[config.mk]
export PLATFORM = sky130hd
export DESIGN_NAME = projection_gap_centroid_finder
export DESIGN_NICKNAME = d
export VERILOG_FILES = /design/src/hdl/pgcf_pkg.sv /design/src/hdl/pgcf_ram.sv /design/src/hdl/projection_gap_centroid_finder.sv
export SDC_FILE = /design/constraint.sdc
export NUM_CORES = 2
export LEC_CHECK = 0
export ABC_AREA = 1
export BUFFER_PORTS_ARGS = -buffer_cell sky130_fd_sc_hd__buf_2
export CAP_MARGIN = 20
export CORE_ASPECT_RATIO = 0.9
export CORE_MARGIN = 3
export CORE_UTILIZATION = 58
export CTS_CLUSTER_SIZE = 40
export DETAILED_ROUTE_END_ITERATION = 7
export MAX_ROUTING_LAYER = met4
export PLACE_DENSITY = 0.78
export RECOVER_POWER = 25
export SLEW_MARGIN = 0
export SYNTH_ARGS = -nofsm -noshare
export SYNTH_HDL_FRONTEND = slang
export SYNTH_SLANG_ARGS = --single-unit
[constraint.sdc]
create_clock -name aclk -period 9 [get_ports aclk]
set_clock_uncertainty 0.2 [all_clocks]
set_input_delay 1.8 -clock aclk [delete_from_list [all_inputs] [get_ports aclk]]
set_output_delay 1.8 -clock aclk [all_outputs]
set_load 0.1 [all_outputs]
[src/hdl/pgcf_pkg.sv]
// Shared types and constants for the projection gap centroid finder.
// No dependencies; used by pgcf_ram users and the top level.
package pgcf_pkg;

    localparam int MAX_BINS    = 128;
    localparam int BIN_W       = 20;
    localparam int CROSS_W     = 13;
    localparam int CENTER_W    = 7;
    localparam int S_TDATA_W   = 24;
    localparam int M_TDATA_W   = 8;
    localparam int CFG_INDEX_W = 1;
    localparam int CFG_DATA_W  = CROSS_W;

    localparam int BIN_ADDR_W  = $clog2(MAX_BINS);
    localparam int BIN_CNT_W   = $clog2(MAX_BINS + 1);
    localparam int IDX_SUM_W   = $clog2(MAX_BINS * (MAX_BINS - 1) / 2 + 1);
    localparam int DIV_STEP_W  = $clog2(IDX_SUM_W + 1);

    // Dominance test max*100 > cross*255*80 reduced by 20: max*5 > cross*1020.
    localparam int DOM_LHS_W   = BIN_W + 3;
    localparam logic [9:0] DOM_CROSS_MUL = 10'd1020;

    localparam logic [CROSS_W-1:0] CROSS_RESET = 13'd1024;

    typedef enum logic [CFG_INDEX_W-1:0] {
        CFG_PROJECTION_MODE = 1'b0,
        CFG_CROSS_LENGTH    = 1'b1
    } cfg_index_t;

    typedef enum logic [2:0] {
        ST_LOAD,
        ST_SETUP,
        ST_FETCH,
        ST_EVAL,
        ST_DIV,
        ST_EMIT,
        ST_FLUSH
    } state_t;

endpackage

[src/hdl/pgcf_ram.sv]
// Generic single-write, single-read RAM with registered read data.
// Standalone; no package dependency.
module pgcf_ram #(
    parameter int WIDTH = 8,
    parameter int DEPTH = 16
) (
    input  logic                     aclk,
    input  logic                     we,
    input  logic [$clog2(DEPTH)-1:0] waddr,
    input  logic [WIDTH-1:0]         wdata,
    input  logic [$clog2(DEPTH)-1:0] raddr,
    output logic [WIDTH-1:0]         rdata
);

    logic [WIDTH-1:0] mem [DEPTH];

    always_ff @(posedge aclk) begin
        if (we) begin
            mem[waddr] <= wdata;
        end
        rdata <= mem[raddr];
    end

endmodule

[src/hdl/projection_gap_centroid_finder.sv]
// Projection gap centroid finder: stores a profile, then reports run centers.
// Depends on pgcf_pkg and pgcf_ram.
//
//  channel | direction | tdata (low bit up)        | tuser | tlast
//  --------+-----------+---------------------------+-------+-------------
//  s_      | in        | bin_sum[19:0], zero pad   | -     | last_bin
//  m_      | out       | run_center[6:0], zero pad | -     | last_center
//  cfg_    | in        | index 0 projection_mode, index 1 cross_length
//
// Sequence: one bin per cycle while loading. After the last bin: a setup state,
//   a RAM read and an evaluate state per stored bin, the shared restoring
//   divider plus an emit state per run that closes, and a flush state.
// Reset: aresetn is synchronous, active low; clears control, max, count and the
//   config registers (cross_length to 1024). The bin RAM is not cleared.
// Stalls: s_tready is low during the scan. The scan holds in emit or flush while a
//   center is held back and the output register still holds an untaken transaction.
module projection_gap_centroid_finder (
    input  logic                                aclk,
    input  logic                                aresetn,
    // input bins
    input  logic                                s_tvalid,
    output logic                                s_tready,
    input  logic [pgcf_pkg::S_TDATA_W-1:0]      s_tdata,   // [19:0] bin_sum
    input  logic                                s_tlast,   // last_bin
    // run centers
    output logic                                m_tvalid,
    input  logic                                m_tready,
    output logic [pgcf_pkg::M_TDATA_W-1:0]      m_tdata,   // [6:0] run_center
    output logic                                m_tlast,   // last_center
    // configuration
    input  logic                                cfg_we,
    input  logic [pgcf_pkg::CFG_INDEX_W-1:0]    cfg_index,
    input  logic [pgcf_pkg::CFG_DATA_W-1:0]     cfg_wdata
);

    localparam int BW  = pgcf_pkg::BIN_W;
    localparam int AW  = pgcf_pkg::BIN_ADDR_W;
    localparam int CW  = pgcf_pkg::BIN_CNT_W;
    localparam int SW  = pgcf_pkg::IDX_SUM_W;
    localparam int DSW = pgcf_pkg::DIV_STEP_W;
    localparam int OW  = pgcf_pkg::CENTER_W;

    pgcf_pkg::state_t state_reg, state_next;

    // configuration
    logic                             projection_mode_reg;
    logic [pgcf_pkg::CROSS_W-1:0]     cross_length_reg;

    // profile bookkeeping
    logic [BW-1:0] running_max_reg, running_max_next;
    logic [CW-1:0] bin_count_reg,   bin_count_next;

    // scan state
    logic [CW-1:0] idx_reg,      idx_next;
    logic          in_run_reg,   in_run_next;
    logic [SW-1:0] idx_sum_reg,  idx_sum_next;
    logic [CW-1:0] run_len_reg,  run_len_next;
    logic          dominant_reg, dominant_next;

    // shared divider
    logic [SW-1:0]  quo_reg,  quo_next;
    logic [CW-1:0]  rem_reg,  rem_next;
    logic [DSW-1:0] step_reg, step_next;

    // one center held back until we know whether it is the final one
    logic          pend_valid_reg, pend_valid_next;
    logic [OW-1:0] pend_center_reg, pend_center_next;

    // output register
    logic          m_valid_reg,  m_valid_next;
    logic [OW-1:0] m_center_reg, m_center_next;
    logic          m_last_reg,   m_last_next;

    // RAM
    logic          ram_we;
    logic [BW-1:0] ram_rdata;

    logic          s_accept;
    logic [BW-1:0] s_bin;
    logic          out_free;
    logic          room;
    logic [BW+3:0] bin_scaled;
    logic          hit;
    logic [CW:0]   rem_shift;
    logic          rem_ge;
    logic [CW:0]   rem_sub;
    logic [pgcf_pkg::DOM_LHS_W-1:0] dom_lhs;
    logic [pgcf_pkg::DOM_LHS_W-1:0] dom_rhs;
    logic [CW-1:0] idx_inc;
    logic          scan_done;

    pgcf_ram #(
        .WIDTH (BW),
        .DEPTH (pgcf_pkg::MAX_BINS)
    ) u_bin_ram (
        .aclk  (aclk),
        .we    (ram_we),
        .waddr (bin_count_reg[AW-1:0]),
        .wdata (s_bin),
        .raddr (idx_reg[AW-1:0]),
        .rdata (ram_rdata)
    );

    assign s_tready = (state_reg == pgcf_pkg::ST_LOAD);
    assign s_accept = s_tvalid && s_tready;
    assign s_bin    = s_tdata[BW-1:0];
    // bins past the store depth are dropped but a last flag still starts the scan
    assign room     = (bin_count_reg < CW'(pgcf_pkg::MAX_BINS));
    assign ram_we   = s_accept && room;

    assign m_tvalid = m_valid_reg;
    assign m_tdata  = {{(pgcf_pkg::M_TDATA_W - OW){1'b0}}, m_center_reg};
    assign m_tlast  = m_last_reg;
    assign out_free = !m_valid_reg || m_tready;

    // Threshold compare: horizontal bin*10 > max, vertical bin*5 > max when dominant.
    assign bin_scaled = projection_mode_reg
        ? ({1'b0, ram_rdata, 3'b000} + {3'b000, ram_rdata, 1'b0})
        : ({2'b00, ram_rdata, 2'b00} + {4'b0000, ram_rdata});
    assign hit = (bin_scaled > {4'b0000, running_max_reg})
                 && (projection_mode_reg || dominant_reg);

    // Dominance: max*5 > cross_length*1020.
    assign dom_lhs = {1'b0, running_max_reg, 2'b00} + {3'b000, running_max_reg};
    assign dom_rhs = pgcf_pkg::DOM_LHS_W'(cross_length_reg)
                     * pgcf_pkg::DOM_LHS_W'(pgcf_pkg::DOM_CROSS_MUL);

    // Restoring divider, one quotient bit per step.
    assign rem_shift = {rem_reg, quo_reg[SW-1]};
    assign rem_ge    = (rem_shift >= {1'b0, run_len_reg});
    assign rem_sub   = rem_shift - {1'b0, run_len_reg};

    assign idx_inc   = idx_reg + CW'(1);
    assign scan_done = (idx_reg == bin_count_reg);

    // next state
    always_comb begin
        state_next = state_reg;
        unique case (state_reg)
            pgcf_pkg::ST_LOAD: begin
                if (s_accept && s_tlast) begin
                    state_next = pgcf_pkg::ST_SETUP;
                end
            end
            pgcf_pkg::ST_SETUP: begin
                if (bin_count_reg == '0) begin
                    state_next = pgcf_pkg::ST_FLUSH;
                end else begin
                    state_next = pgcf_pkg::ST_FETCH;
                end
            end
            pgcf_pkg::ST_FETCH: begin
                state_next = pgcf_pkg::ST_EVAL;
            end
            pgcf_pkg::ST_EVAL: begin
                if (in_run_reg && !hit) begin
                    state_next = pgcf_pkg::ST_DIV;
                end else if (idx_inc == bin_count_reg) begin
                    state_next = pgcf_pkg::ST_FLUSH;
                end else begin
                    state_next = pgcf_pkg::ST_FETCH;
                end
            end
            pgcf_pkg::ST_DIV: begin
                if (step_reg == DSW'(SW - 1)) begin
                    state_next = pgcf_pkg::ST_EMIT;
                end
            end
            pgcf_pkg::ST_EMIT: begin
                if (!pend_valid_reg || out_free) begin
                    if (scan_done) begin
                        state_next = pgcf_pkg::ST_FLUSH;
                    end else begin
                        state_next = pgcf_pkg::ST_FETCH;
                    end
                end
            end
            pgcf_pkg::ST_FLUSH: begin
                if (!pend_valid_reg || out_free) begin
                    state_next = pgcf_pkg::ST_LOAD;
                end
            end
            default: begin
                state_next = pgcf_pkg::ST_LOAD;
            end
        endcase
    end

    // datapath and outputs
    always_comb begin
        running_max_next = running_max_reg;
        bin_count_next   = bin_count_reg;
        idx_next         = idx_reg;
        in_run_next      = in_run_reg;
        idx_sum_next     = idx_sum_reg;
        run_len_next     = run_len_reg;
        dominant_next    = dominant_reg;
        quo_next         = quo_reg;
        rem_next         = rem_reg;
        step_next        = step_reg;
        pend_valid_next  = pend_valid_reg;
        pend_center_next = pend_center_reg;
        m_valid_next     = m_valid_reg && !m_tready;
        m_center_next    = m_center_reg;
        m_last_next      = m_last_reg;

        unique case (state_reg)
            pgcf_pkg::ST_LOAD: begin
                if (ram_we) begin
                    bin_count_next = bin_count_reg + CW'(1);
                    if (s_bin > running_max_reg) begin
                        running_max_next = s_bin;
                    end
                end
            end
            pgcf_pkg::ST_SETUP: begin
                dominant_next   = (dom_lhs > dom_rhs);
                idx_next        = '0;
                in_run_next     = 1'b0;
                pend_valid_next = 1'b0;
            end
            pgcf_pkg::ST_FETCH: begin
                // wait for the registered RAM read at idx_reg
            end
            pgcf_pkg::ST_EVAL: begin
                idx_next = idx_inc;
                if (hit) begin
                    if (in_run_reg) begin
                        idx_sum_next = idx_sum_reg + SW'(idx_reg);
                        run_len_next = run_len_reg + CW'(1);
                    end else begin
                        in_run_next  = 1'b1;
                        idx_sum_next = SW'(idx_reg);
                        run_len_next = CW'(1);
                    end
                end else if (in_run_reg) begin
                    // run closed: start the divider
                    in_run_next = 1'b0;
                    quo_next    = idx_sum_reg;
                    rem_next    = '0;
                    step_next   = '0;
                end
            end
            pgcf_pkg::ST_DIV: begin
                quo_next  = {quo_reg[SW-2:0], rem_ge};
                rem_next  = rem_ge ? rem_sub[CW-1:0] : rem_shift[CW-1:0];
                step_next = step_reg + DSW'(1);
            end
            pgcf_pkg::ST_EMIT: begin
                if (!pend_valid_reg) begin
                    pend_valid_next  = 1'b1;
                    pend_center_next = quo_reg[OW-1:0];
                end else if (out_free) begin
                    m_valid_next     = 1'b1;
                    m_center_next    = pend_center_reg;
                    m_last_next      = 1'b0;
                    pend_center_next = quo_reg[OW-1:0];
                end
            end
            pgcf_pkg::ST_FLUSH: begin
                if (!pend_valid_reg || out_free) begin
                    if (pend_valid_reg) begin
                        m_valid_next  = 1'b1;
                        m_center_next = pend_center_reg;
                        m_last_next   = 1'b1;
                    end
                    pend_valid_next  = 1'b0;
                    running_max_next = '0;
                    bin_count_next   = '0;
                end
            end
            default: begin
            end
        endcase
    end

    always_ff @(posedge aclk) begin
        if (!aresetn) begin
            state_reg           <= pgcf_pkg::ST_LOAD;
            projection_mode_reg <= 1'b0;
            cross_length_reg    <= pgcf_pkg::CROSS_RESET;
            running_max_reg     <= '0;
            bin_count_reg       <= '0;
            idx_reg             <= '0;
            in_run_reg          <= 1'b0;
            dominant_reg        <= 1'b0;
            step_reg            <= '0;
            pend_valid_reg      <= 1'b0;
            m_valid_reg         <= 1'b0;
        end else begin
            state_reg       <= state_next;
            running_max_reg <= running_max_next;
            bin_count_reg   <= bin_count_next;
            idx_reg         <= idx_next;
            in_run_reg      <= in_run_next;
            dominant_reg    <= dominant_next;
            step_reg        <= step_next;
            pend_valid_reg  <= pend_valid_next;
            m_valid_reg     <= m_valid_next;
            if (cfg_we) begin
                unique case (pgcf_pkg::cfg_index_t'(cfg_index))
                    pgcf_pkg::CFG_PROJECTION_MODE: projection_mode_reg <= cfg_wdata[0];
                    pgcf_pkg::CFG_CROSS_LENGTH:    cross_length_reg    <= cfg_wdata;
                    default: begin
                    end
                endcase
            end
        end
    end

    // payload registers, no reset
    always_ff @(posedge aclk) begin
        idx_sum_reg     <= idx_sum_next;
        run_len_reg     <= run_len_next;
        quo_reg         <= quo_next;
        rem_reg         <= rem_next;
        pend_center_reg <= pend_center_next;
        m_center_reg    <= m_center_next;
        m_last_reg      <= m_last_next;
    end

endmodule

==> impl_metrics.py <==
metrics = {
    "outcome": {
        "status": "finished, violations left",
        "violations": "DRC, capacitance limit, slew limit",
    },
    "worst_setup_path": {
        "crit_chain": "clkbuf_1, ha_1, nand4_1, nor3_1, nor4b_1, o21ai_0, nand4_1, nand3_1, inv_1, nor2_1, buf_4, nand2_1, a21oi_1",
        "critPathKind": "input port to flip-flop",
        "cpPeakStageDelay_ps": 2460,
        "slowest_stage": "clkbuf_1",
        "crit_path_end": "running_max_reg[19]$_SDFFE_PN0P_",
        "worst-r2r-cell-count": 25,
        "critPathMaxFanout": 64,
        "end_kind": "flip-flop",
        "critPathArrivalTime_ps": 7000,
        "r2r-start": "cross_length_reg[2]$_SDFFE_PN0P_",
        "r2r_slack_ps": 3050,
        "startpoint_type": "input port",
        "critPathLaunch": "s_tdata[16]",
        "cp.required_ps": 9490,
        "critPathMostFrequentCell": "nand4_1",
        "r2r-end": "dominant_reg$_SDFFE_PN0P_",
    },
    "clock_tree": {
        "cts_tree": "built",
        "cts.clk_slew.worst_paths_ps": 60,
        "htreeDepth": 5,
        "cts_buffers": 277,
        "cts_setup_buffers": 0,
        "clk-insertion-delay-late_ps": 930,
        "postCtsHoldBufs": 0,
        "cts_resized": 0,
        "cts_sinks": 2698,
        "cts_buffer_depth": 4,
        "clock-root-buffer": "clkbuf_16",
    },
    "power": {
        "p_comb_share_pct": 14.9,
        "ir_drop_mv": 0.219,
        "power_density_nw_per_um2": 235,
        "power_frac_clock_pct": 36.8,
        "p_int_mw": 21.4,
        "seq_power_share_pct": 48.3,
        "power.leakage_nw": 41.6,
        "p_sw_share_pct": 26.6,
        "netSwitchingPower_mw": 7.75,
    },
    "yosys": {
        "synth_area_per_cell_um2": 12.4,
        "synth_top_area_share_pct": 69.9,
        "synth_fp_nets": 9346,
        "synth_top_area_cell": "edfxtp_1",
        "yosysSeqAreaShare_pct": 71.3,
        "synth-main-ff-cell": "edfxtp_1",
        "synthArstFlopShare_pct": 0,
        "synth_edf_count": 2617,
        "synth_warnings": 0,
        "synth_cell_types": 51,
        "synth-seq-cells": 2698,
        "syn-cell-area_um2": 112000,
        "syn_inst": 9084,
        "synthTopCellsByArea": "edfxtp_1 (70%), o21ai_0 (7.2%), nor2_1 (6.4%)",
    },
    "cells_and_area": {
        "finalNetCount": 9314,
        "finalInstanceArea_um2": 124000,
        "drive_above_1_share_pct": 8.09,
        "areaGrowthSynthToFinish_pct": 10.1,
        "largest_register_ffs": 2560,
    },
    "route": {
        "postRouteAntennaNets": 0,
        "routed-via-count": 77400,
        "first_pass_iters": 8,
        "drc_errors": 2,
        "first_iter_violations": 13200,
        "viasPerCell": 6.57,
        "wirelength_mm": 316,
        "wire_per_inst_um": 26.8,
    },
    "sta": {
        "layout_min_cycle_time_ps": 6510,
        "tns_ps": 0,
        "max_freq_mhz": 154,
        "rsz0062_at_grt": "no",
        "slew_headroom_pct": -152,
        "tightest_slew_ps": 3780,
        "hold_violations": 0,
        "slew_violations": 1492,
        "period_share_pct": 72.3,
        "finalSetupViolCount": 0,
    },
    "die": {
        "die_h_um": 424,
        "rows": 152,
        "io_pins": 55,
        "core-area_um2": 192000,
        "fp.dieW_um": 470,
        "dieArea_um2": 199000,
        "start_util_pct": 58.7,
    },
    "min_path": {
        "hp-start": "pend_center_reg[6]$_DFFE_PP_",
        "hold_class": "flip-flop to flip-flop",
    },
    "placed_design": {
        "place.gp.congestion": 0.972,
        "port_buffers": 49,
        "dp_hpwl_mm": 181,
        "placed_cell_area_um2": 116000,
    },
    "global_routing": {
        "grt_pass1_wl_mm": 461,
        "track_usage_pct": 31.7,
        "grt_pass1_vias": 72300,
        "gr-max-usage-layer": "met2",
        "grtUsageMet3_pct": 8.20,
        "grt_max_degree": 212,
        "antenna_found_initial": 14,
        "use_met2_pct": 46.4,
        "gr-usage-met1_pct": 41.9,
        "overflow": 0,
    },
    "job": {
        "cap_violations": 29,
    },
}
[through the flow]
step           std cells  hold slack (ps)  power [mW]  utilization (%)  setup slack (ps)
6_report           11800              173        29.2             64.6              2500
5_1_grt            11800              190        30.1             64.6              2220
4_1_cts            11800              174        29.1             64.6              3040
3_3_place_gp       11300              207        18.5             60.1              3020
2_1_floorplan       9084              200        17.2                -              3700
3_5_place_dp       11300              206        18.6             60.3              3080
[logic make-up after synthesis]
group	Yosys count	synth area share (%)
AO/OA/AOI/OAI	2766	13.4
XOR/XNOR	66	0.514
adder cells (fa/ha/maj)	218	2.82
buffers and inverters	856	3.43
flip-flops	2698	71.3
multiplexers	4	0.0356
other	1	0.00333
AND/OR/NAND/NOR	2475	8.45
[final cells by class]
class | count | area, µm²
repair buffers | 287 | 2370
well taps | 2541 | 3180
flip-flops and latches | 2698 | 80200
multi-input cells | 5530 | 28800
fillers | 13300 | 67800
inverters | 258 | 1000
clock buffers | 341 | 7310
clock inverters | 119 | 933
diodes | 17 | 42.5
[synth_stat cells, types with 5 or more instances]
| cell | count |
|---|---|
| a21oi_1 | 154 |
| nor3_1 | 17 |
| edfxtp_1 | 2617 |
| clkbuf_1 | 373 |
| o211ai_1 | 6 |
| nand4_1 | 20 |
| a31oi_1 | 14 |
| xnor2_1 | 25 |
| inv_1 | 250 |
| a211oi_1 | 7 |
| xor2_1 | 41 |
| nand3_1 | 73 |
| buf_4 | 49 |
| o21ai_0 | 1621 |
| nor2_1 | 1917 |
| o21bai_1 | 6 |
| fa_1 | 59 |
| buf_2 | 133 |
| nand2_1 | 430 |
| a21o_1 | 5 |
| o31ai_1 | 5 |
| buf_6 | 32 |
| o21ai_1 | 100 |
| o22ai_1 | 800 |
| o32ai_1 | 32 |
| buf_1 | 8 |
| dfxtp_1 | 81 |
| nor4_1 | 7 |
| ha_1 | 159 |
[worst max-delay path: cells and delay by family]
family | cells | cell delay (ps)
buffers and inverters | 3 | 3200
AND/OR/NAND/NOR | 7 | 1170
adder cells (fa/ha/maj) | 1 | 450
AO/OA/AOI/OAI | 2 | 200
[worst min path at each step]
stage	endpoint	slack [ps]	depth (start not counted)
after floorplan	m_center_reg[0]$_DFFE_PP_	200	0
after global placement	m_center_reg[2]$_DFFE_PP_	210	0
after detailed placement	m_center_reg[5]$_DFFE_PP_	210	0
after CTS	m_center_reg[6]$_DFFE_PP_	170	0
after global routing	m_center_reg[6]$_DFFE_PP_	190	0
final	m_center_reg[6]$_DFFE_PP_	170	0
[power groups by stage]
| stage | combinational [mW] | sequential [mW] | clock, mW |
|---|---|---|---|
| global route | 4.81 | 14.1 | 11.3 |
| CTS | 4.27 | 14.1 | 10.8 |
| finish | 4.36 | 14.1 | 10.7 |
| global placement | 4.15 | 14.3 | 0 |
| floorplan | 2.95 | 14.3 | 0 |
| detailed placement | 4.24 | 14.3 | 0 |
[routing by layer]
metal	share of wire, %	up-vias
met3	14	922
li1	-	33300
met5	0	-
met1	36	37500
met2	45	5681
met4	5.6	0
[cell usage in the layout, fill, tap and decap left out, types with 8 or more instances in the layout]
cell        count
buf_12         16
o21ai_1       100
dfxtp_1        75
nor2_2        129
nand3_1        66
buf_4         173
clkinvlp_4      8
xor2_1         41
clkbuf_16     283
a21oi_1       154
clkbuf_1      101
inv_1         249
a31oi_1        14
nor2_1       1788
nand2_1       430
edfxtp_1     2617
o32ai_1        29
clkinv_2       32
nand4_1        20
buf_2          30
buf_8          14
xnor2_1        25
o21ai_0      1621
fa_1           59
nor3_1         17
o22ai_1       800
ha_1          159
clkinv_1       60
diode_2        17
bufinv_16      13
Note: power is estimated with default switching activity, not from simulation.
